==> config.mk <==
export PLATFORM = sky130hd
export DESIGN_NAME = spat_ctrl
export DESIGN_NICKNAME = d
export VERILOG_FILES = /design/src/sv/spat_pkg.sv /design/src/sv/spat_ctrl.sv
export SDC_FILE = /design/constraint.sdc
export NUM_CORES = 1
export LEC_CHECK = 0
export BUFFER_PORTS_ARGS = -buffer_cell sky130_fd_sc_hd__buf_2
export CORE_AREA = 2 2 39 41
export DETAILED_ROUTE_END_ITERATION = 10
export DIE_AREA = 0 0 41 43
export PLACE_DENSITY = 0.55
export SKIP_CTS_REPAIR_TIMING = 1
export SLEW_MARGIN = 10
export SYNTH_ARGS = -nofsm -noshare
export SYNTH_HDL_FRONTEND = slang
export SYNTH_SLANG_ARGS = --single-unit
==> constraint.sdc <==
create_clock -name clk_i -period 1.4 [get_ports clk_i]
set_input_delay 0.28 -clock clk_i [delete_from_list [all_inputs] [get_ports clk_i]]
set_output_delay 0.28 -clock clk_i [all_outputs]
set_load 0.1 [all_outputs]
==> src/sv/spat_pkg.sv <==
// spat_pkg: shared codes, widths and types of the segmented paged address translator
// used by spat_ctrl, spat_datapath and segmented_paged_address_translator_core
package spat_pkg;

  // parameter defaults
  localparam int SEG_ENTRIES_DEF   = 16;
  localparam int PAGES_PER_SEG_DEF = 64;

  // stream payload widths
  localparam int S_TDATA_W = 136;
  localparam int S_TUSER_W = 2;
  localparam int M_TDATA_W = 168;
  localparam int M_TUSER_W = 2;

  // configuration port
  localparam int CFG_IDX_W  = 1;
  localparam int CFG_DATA_W = 5;
  localparam logic [CFG_IDX_W-1:0] CFG_SEG_SIZE  = 1'd0;
  localparam logic [CFG_IDX_W-1:0] CFG_PAGE_SIZE = 1'd1;

  // field limits of the address split
  localparam logic [3:0] SEG_SIZE_MAX  = 4'd12;
  localparam logic [4:0] PAGE_SIZE_MAX = 5'd22;
  localparam logic [4:0] SEG_BITS_MAX  = 5'd12;
  localparam logic [4:0] ID_BITS       = 5'd22;
  localparam logic [5:0] ADDR_BITS     = 6'd32;
  localparam logic [5:0] PAGE_KB_SHIFT = 6'd10;

  // function codes carried in the input tuser
  localparam logic [1:0] FN_SEG_WR = 2'd0;
  localparam logic [1:0] FN_PG_WR  = 2'd1;
  localparam logic [1:0] FN_XLATE  = 2'd2;
  localparam logic [1:0] FN_NOP    = 2'd3;

  // result status codes carried in the output tuser
  localparam logic [1:0] ST_OK         = 2'd0;
  localparam logic [1:0] ST_SEG_FAULT  = 2'd1;
  localparam logic [1:0] ST_PAGE_FAULT = 2'd2;
  localparam logic [1:0] ST_WRITE_DONE = 2'd3;

  // segment table entry
  typedef struct packed {
    logic [11:0] num;
    logic [31:0] len;
  } seg_entry_t;

  // page table entry, valid flag kept in the memory word
  typedef struct packed {
    logic        valid;
    logic [21:0] page;
    logic [21:0] frame;
  } pg_entry_t;

  // controller to datapath commands
  typedef struct packed {
    logic       capture;
    logic       clr_step;
    logic       srch_step;
    logic       pg_start;
    logic       pg_take;
    logic       load_out;
    logic [1:0] status;
  } cmd_t;

  // datapath to controller status
  typedef struct packed {
    logic clr_last;
    logic in_xlate;
    logic cmp_vld;
    logic cmp_last;
    logic seg_hit;
    logic seg_len_ok;
    logic pg_hit;
    logic out_free;
  } sts_t;

endpackage

==> src/sv/spat_ctrl.sv <==
// spat_ctrl: sequencer of the address translator (clear pass, searches, result hand-off)
// depends on spat_pkg for the command and status structs and the status codes
module spat_ctrl (
  input  logic              clk_i,
  input  logic              rst_ni,
  input  logic              in_valid_i,
  output logic              in_ready_o,
  output spat_pkg::cmd_t    cmd_o,
  input  spat_pkg::sts_t    sts_i
);

  localparam logic [2:0] S_CLEAR  = 3'd0;
  localparam logic [2:0] S_IDLE   = 3'd1;
  localparam logic [2:0] S_SEG    = 3'd2;
  localparam logic [2:0] S_PAGE   = 3'd3;
  localparam logic [2:0] S_FINISH = 3'd4;

  logic [2:0] state_q, state_d;
  logic [1:0] res_q, res_d;

  // next state and commands
  always_comb begin
    state_d = state_q;
    res_d   = res_q;
    cmd_o   = '0;
    cmd_o.status = res_q;
    in_ready_o   = 1'b0;
    unique case (state_q)
      S_CLEAR: begin
        cmd_o.clr_step = 1'b1;
        if (sts_i.clr_last) begin
          state_d = S_IDLE;
        end
      end
      S_IDLE: begin
        in_ready_o = 1'b1;
        if (in_valid_i) begin
          cmd_o.capture = 1'b1;
          if (sts_i.in_xlate) begin
            state_d = S_SEG;
          end else begin
            res_d   = spat_pkg::ST_WRITE_DONE;
            state_d = S_FINISH;
          end
        end
      end
      S_SEG: begin
        cmd_o.srch_step = 1'b1;
        if (sts_i.cmp_vld && sts_i.seg_hit) begin
          if (sts_i.seg_len_ok) begin
            cmd_o.pg_start = 1'b1;
            state_d = S_PAGE;
          end else begin
            res_d   = spat_pkg::ST_SEG_FAULT;
            state_d = S_FINISH;
          end
        end else if (sts_i.cmp_vld && sts_i.cmp_last) begin
          res_d   = spat_pkg::ST_SEG_FAULT;
          state_d = S_FINISH;
        end
      end
      S_PAGE: begin
        cmd_o.srch_step = 1'b1;
        if (sts_i.cmp_vld && sts_i.pg_hit) begin
          cmd_o.pg_take = 1'b1;
          res_d   = spat_pkg::ST_OK;
          state_d = S_FINISH;
        end else if (sts_i.cmp_vld && sts_i.cmp_last) begin
          res_d   = spat_pkg::ST_PAGE_FAULT;
          state_d = S_FINISH;
        end
      end
      S_FINISH: begin
        if (sts_i.out_free) begin
          cmd_o.load_out = 1'b1;
          state_d = S_IDLE;
        end
      end
      default: begin
        state_d = S_IDLE;
      end
    endcase
  end

  // state registers
  always_ff @(posedge clk_i or negedge rst_ni) begin
    if (!rst_ni) begin
      state_q <= S_CLEAR;
      res_q   <= spat_pkg::ST_WRITE_DONE;
    end else begin
      state_q <= state_d;
      res_q   <= res_d;
    end
  end

endmodule

# ---- Yosys cells after proc, flatten, opt, wreduce, memory -nomap -nowiden
# Cells that the tools add are included.
dict set report totals {
  memories 0
  ramBits 0
  latch_bits 0
  rom_bits 0
  ff_bits 5
  out_inout_bits 9
  input_bits 11
}
dict set report classes {
  reduce_logical 8
  n_eq_ne 11
  n_shift 0
  order_cmp 0
  n_mul 0
  n_addsub 0
  bitwise 0
  mux 29
  div 0
}
# operator n
set op_table {}
lappend op_table {{2-to-1 mux 3 bit} 8}
lappend op_table {{case mux 3 bit (5 select lines)} 1}
lappend op_table {{2-to-1 mux 2 bit} 7}
lappend op_table {{2-to-1 mux 1 bit} 12}
lappend op_table {{inequality test 3 bit (second input constant)} 3}
lappend op_table {{inequality test 2 bit (second input constant)} 4}
lappend op_table {{equality test 3 x 2 -> 1 bit (second input constant)} 2}
lappend op_table {{case mux 2 bit (3 select lines)} 1}
lappend op_table {{AND reduction 6 bit} 1}
lappend op_table {{equality test 3 x 1 -> 1 bit (second input constant)} 1}
lappend op_table {{equality test 3 bit (second input constant)} 1}
lappend op_table {{logical AND 1 bit} 3}
lappend op_table {{zero test 3 bit} 1}
lappend op_table {{AND reduction 3 bit} 1}
lappend op_table {{nonzero test 3 bit} 1}
lappend op_table {{OR reduction 2 bit} 1}

# ---- Depth between registers and ports, before layout
# Gate-level depths: netlist of run 1.
dict set report logic_depth {
  word_depth 4
  mapped_depth 5
  ltp_nobuf 4
}

# ---- Least setup slack after synthesis of run 1
# No wires, ideal clock.
dict set report synth_path {
  path_kind {register to output}
  startpoint {register state_q[2]}
  endpoint {output cmd_o[6] (netlist bit)}
  slack_ps -1471
  t_required_ps 1120
  arrival_time_ps 2591
  n_path_buf 1
  stages_incl_launch_ff 3
  cell_sequence {dfrtp_1 > buf_2 > nor3_1}
}
# element line
set synth_rtl {}
lappend synth_rtl {{start: declaration} spat_ctrl.sv:18} ;# logic [2:0] state_q, state_d;
lappend synth_rtl {{start signal: assignment} spat_ctrl.sv:91} ;# state_q <= state_d;
lappend synth_rtl {{end: declaration} spat_ctrl.sv:8} ;# output spat_pkg::cmd_t cmd_o,

==> key figures, run 1 <==
Timing
  – Final setup violation count: 7
  – Max frequency: 642.9 MHz
  – Clock Skew: 1.819 ps
  – Fin. Hold Viols: 0
  – RSZ-0062 raised after global routing: yes
  – Period utilization: 111.1%
  – Relative slew slack: 80.16%
  – Tmin final: 1555 ps
  – Slew @ Worst Pin: 297.6 ps
  – Final Slew Violations: 0
  – Setup TNS: -837.9 ps
  – Setup WS post-layout: -155.4 ps

Worst setup path
  – WS Path Type: flip-flop to output pin
  – Critical path arrival: 1280 ps
  – Worst reg-to-reg setup slack: 80 ps
  – CP Data Required Time: 1120 ps
  – CP startpoint: state_q[2]$_DFFE_PN0P_
  – R2R Path End: state_q[2]$_DFFE_PN0P_
  – Worst setup EP type: output pin
  – CP endpoint: cmd_o[4]
  – Top Family by Delay on Critical Path: simple AND/OR/NAND/NOR gates
  – WP buf/inv: 1
  – CP max-delay cell: dfrtp_1
  – Critical path startpoint category: flip-flop
  – Worst-path fanout max: 2
  – Worst R2R Start: state_q[1]$_DFFE_PN0P_
  – Worst path depth: 4
  – CP Cell Sequence: nand3b_1 > nor2_2 > and3_4 > buf_12
  – Crit-path max cell delay: 370 ps
  – Worst R2R Path Depth: 5

Synth
  – Largest area contributor in the netlist: dfrtp_1
  – Post-synthesis sequential area ratio: 31.19%
  – Mapped cell area: 409.1 µm²
  – Synth Flop Type: dfrtp_1
  – Synth top area share: 18.35%
  – Post-synth EDFFs: 0
  – Post-synth ARST share: 100.0%
  – Syn. warnings: 0
  – Area contributors post-synth: dfrtp_1, dfstp_2, nor3_1
  – Yosys cell types: 29
  – Most numerous cell in the Yosys netlist: nor2_1
  – Synth Instances: 51
  – Synth Register Bits: 5
  – Syn nets: 62
  – Mean Syn Cell Area: 8.022 µm²
  – Synth cell count leaders: nor2_1, nor3_1, nand2_1, dfrtp_1, inv_1

Cells and area
  – Area grow syn2layout: 91.44%
  – Share of cells above drive strength 1: 58.23%
  – Antenna diodes: 0
  – Nets@finish: 91

Clocking
  – Clock Path Buffers: 2
  – Reg clk slew, reported paths: 40 ps
  – TritonCTS clock tree: yes
  – Clk_lat worst skew: 230 ps
  – Total CTS buffers: 3
  – H-tree depth: 1
  – Root Buffer: clkbuf_4
  – Clock Sinks: 5

Die
  – Die W: 41 µm
  – Core box area: 1384 µm²
  – I/O pin count: 20
  – Die Y: 43 µm
  – Rows: 14
  – Full die area: 1763 µm²
  – Effective utilization at floorplan: 29.57%

Placement
  – Port Buffers: 19
  – DP HPWL: 928.9 µm
  – Placer Congestion: 0.7610

Global routing
  – GR Overflow Total: 0
  – Pin count of the biggest net entering global routing: 11
  – Vias in the first global route: 396
  – Total Routing Usage GR: 14.30%
  – Initial antenna violation count: 0
  – First-pass GRT wire length: 1.711 mm

Min path
  – Worst hold path stage count: 2
  – Min-Delay Path Class: input port to flip-flop

Run status
  – Failing checks: negative setup slack
  – Status: finished, violations left

Route
  – TritonRoute pass-1 iters: 4
  – Residual DRC: 0
  – WL/cell: 12.41 µm
  – 1st-iter DRT viols: 18
  – Post-DR vias/cell: 5.158
  – Via count: 490
  – Final ANT Viol Nets: 0
  – Post-Route WL: 1.179 mm

Job
  – MaxCap Viol Count: 0
## worst reg2reg max path, stage by stage (launching register included)
cell      delay (ps)
dfrtp_1          410
buf_4            160
nand2_1          100
o22ai_2           80
a221oi_2         340
o21ai_1          110
## final cells by class
cell class                      count  area (µm²)
Inverter                            4       15.01
Multi-Input combinational cell     39       300.3
Fill cell                         123       600.6
Clock buffer                        4       26.28
Sequential cell                     5       128.9
Timing Repair Buffer               27       292.8
Tap cell                           16       20.02
## stage by stage
stage / instance area [µm²] / worst slack, ps / hold WS (ps) / instances / utilization (%)
floorplan: 469.2 / -225.4 / -15.59 / 51 / -
global placement: 730.7 / 82.08 / 96.09 / 88 / 52.80
detailed placement: 730.7 / 64.21 / 102.7 / 88 / 52.80
CTS: 757.0 / -185.3 / -146.0 / 92 / 54.70
global route: 783.3 / -228.5 / 239.3 / 95 / 56.60
finish: 783.3 / -155.4 / 244.1 / 95 / 56.60
## how the worst min path moves through the flow
stage / to / from
5_1_grt: state_q[2]$_DFFE_PN0P_ / sts_i[0]
4_1_cts: state_q[2]$_DFFE_PN0P_ / rst_ni
2_1_floorplan: state_q[0]$_DFFE_PN0P_ / rst_ni
6_report: state_q[2]$_DFFE_PN0P_ / sts_i[0]
3_5_place_dp: state_q[2]$_DFFE_PN0P_ / rst_ni
3_3_place_gp: state_q[2]$_DFFE_PN0P_ / rst_ni
## logic make-up (layout without fill, tap and decap cells)
family,after synthesis,in the layout,synth area share (%)
compound gates,13,13,26.30
buf+inv,7,35,9.478
flops,5,5,31.19
simple gates,26,26,33.03
## placed cells by master (no fill, tap or decap), drive strengths merged, types with 2 or more instances in the layout
master  instances
buf            26
nor2            8
nor3            7
nand2           4
inv             4
clkbuf          4
dfrtp           3
a21oi           2
nand3           2
dfstp           2
and3            2
o21ai           2
a211oi          2
## per-layer routing
metal	track usage (%)	wire, µm	vias to the layer above
met1	20.60	502	229
met2	20.00	591	20
met4	4.000	12	0
li1	-	-	239
met5	0	0	-
met3	4.712	73	2
## flip-flops by register name (all words and copies together) (netlist names)
register  flops
state_q       3
res_q         2
Power of run 1 is left out: the tool's default activity adds up to more than one toggle a clock period on the data nets, which glitch-free logic cannot reach.
==> run 2: changes to the inputs <==
--- a/config.mk
+++ b/config.mk
@@ -10,6 +10,7 @@
 export DETAILED_ROUTE_END_ITERATION = 10
 export DIE_AREA = 0 0 41 43
 export PLACE_DENSITY = 0.55
+export RECOVER_POWER = 25
 export SKIP_CTS_REPAIR_TIMING = 1
 export SLEW_MARGIN = 10
 export SYNTH_ARGS = -nofsm -noshare
==> run 2 against run 1 <==
The flow still finishes with violations (negative setup slack). Non-clock buffer count unchanged. Die area unchanged. Final cell count unchanged. Sequential share of layout area about the same. Clock-buffer cell count unchanged. Global-route usage unchanged. Register-to-register slack about the same. Critical path type unchanged. Highest routed layer unchanged.
==> key figures, run 2 (synthesized netlist as in run 1, its figures left out) <==
Route
  – Post-Route WL: 1.178 mm
  – Via count: 490
  – Post-DR vias/cell: 5.158
  – TritonRoute pass-1 iters: 4
  – Residual DRC: 0
  – 1st-iter DRT viols: 18
  – Final ANT Viol Nets: 0
  – WL/cell: 12.40 µm

Cells and area
  – Final instance area: 782.0 µm²
  – Area grow syn2layout: 91.13%
  – Share of cells above drive strength 1: 56.96%
  – Antenna diodes: 0
  – Number of flip-flops in the largest register: 3
  – Biggest regs: state_q (3), res_q (2)
  – Finished Layout Cells: 95
  – Commonest non-fill, non-tap cells in the layout: buf_2, buf_12, buf_4, nor2_1, nand2_1
  – Most flop-heavy register: state_q
  – Nets@finish: 91

Worst setup path
  – Critical path startpoint category: flip-flop
  – Worst-path fanout max: 2
  – Worst setup EP type: output pin
  – Worst R2R Start: state_q[1]$_DFFE_PN0P_
  – WS Path Type: flip-flop to output pin
  – Worst R2R Path Depth: 5
  – CP Data Required Time: 1120 ps
  – Critical path arrival: 1280 ps
  – Worst reg-to-reg setup slack: 80 ps
  – R2R Path End: state_q[2]$_DFFE_PN0P_

Die
  – Full die area: 1763 µm²
  – Effective utilization at floorplan: 29.57%
  – Rows: 14
  – Die Y: 43 µm
  – I/O pin count: 20
  – Core box area: 1384 µm²
  – Die W: 41 µm

Timing
  – Tmin final: 1555 ps
  – Setup TNS: -837.9 ps
  – Min Hold Slack: 244.1 ps
  – Period utilization: 111.1%
  – Clock Skew: 1.819 ps
  – Setup WS post-layout: -155.4 ps
  – Final Slew Violations: 0
  – RSZ-0062 raised after global routing: yes
  – Relative slew slack: 80.16%
  – Max frequency: 642.9 MHz
  – Final setup violation count: 7
  – Slew @ Worst Pin: 297.6 ps
  – Fin. Hold Viols: 0

Clocking
  – Clock Sinks: 5
  – Clk_lat worst skew: 230 ps
  – Reg clk slew, reported paths: 40 ps
  – TritonCTS clock tree: yes
  – Root Buffer: clkbuf_4
  – Clock Path Buffers: 2
  – Total CTS buffers: 3
  – H-tree depth: 1

Run status
  – Status: finished, violations left
  – Failing checks: negative setup slack

Global routing
  – Total Routing Usage GR: 14.30%
  – First-pass GRT wire length: 1.711 mm
  – Vias in the first global route: 396
  – Pin count of the biggest net entering global routing: 11
  – Initial antenna violation count: 0
  – GR Overflow Total: 0

Placement
  – Placed Area: 730.7 µm²
  – Port Buffers: 19
  – Placer Congestion: 0.7610
  – DP HPWL: 928.9 µm
  – Dpl cells: 88

Job
  – MaxCap Viol Count: 0

Min path
  – Worst hold path stage count: 2
  – Hold Path End: state_q[2]$_DFFE_PN0P_
  – Min-Delay Path Class: input port to flip-flop
  – Critical hold path startpoint: sts_i[0]
[run 2: how the worst max path moves through the flow]
stage                                 from                endpoint
floorplan           state_q[2]$_DFFE_PN0P_                cmd_o[6]
global placement    state_q[0]$_DFFE_PN0P_  state_q[2]$_DFFE_PN0P_
detailed placement  state_q[1]$_DFFE_PN0P_              in_ready_o
CTS                 state_q[1]$_DFFE_PN0P_              in_ready_o
global route        state_q[2]$_DFFE_PN0P_                cmd_o[4]
finish              state_q[2]$_DFFE_PN0P_                cmd_o[4]
[run 2: worst max-delay path, cell delays in order (launching register included)]
cell and delay, ps:
dfrtp_1 370, nand3b_1 180, nor2_2 120, and3_4 200, buf_12 170
[run 2: area by class of cell]
| cell class | instances | area [µm²] |
|---|---|---|
| fill | 124 | 601.8 |
| multi-input combinational | 39 | 300.3 |
| timing repair buffer | 27 | 291.5 |
| sequential | 5 | 128.9 |
| clock buffer | 4 | 26.28 |
| tap | 16 | 20.02 |
| inverter | 4 | 15.01 |
[run 2: stage by stage]
stage	utilization, %	worst slack [ps]
after floorplan	-	-225.4
after global placement	52.80	82.08
after detailed placement	52.80	64.21
after CTS	54.70	-185.3
after global routing	56.51	-228.5
final	56.51	-155.4
[run 2: routing by layer]
metal / track usage [%] / wire length [µm] / vias to the layer above
met5: 0 / 0 / -
met4: 4.000 / 12 / 0
met3: 4.712 / 73 / 2
met2: 20.00 / 591 / 20
met1: 20.60 / 500 / 229
li1: - / - / 239
Power of run 2 is left out for the same reason.
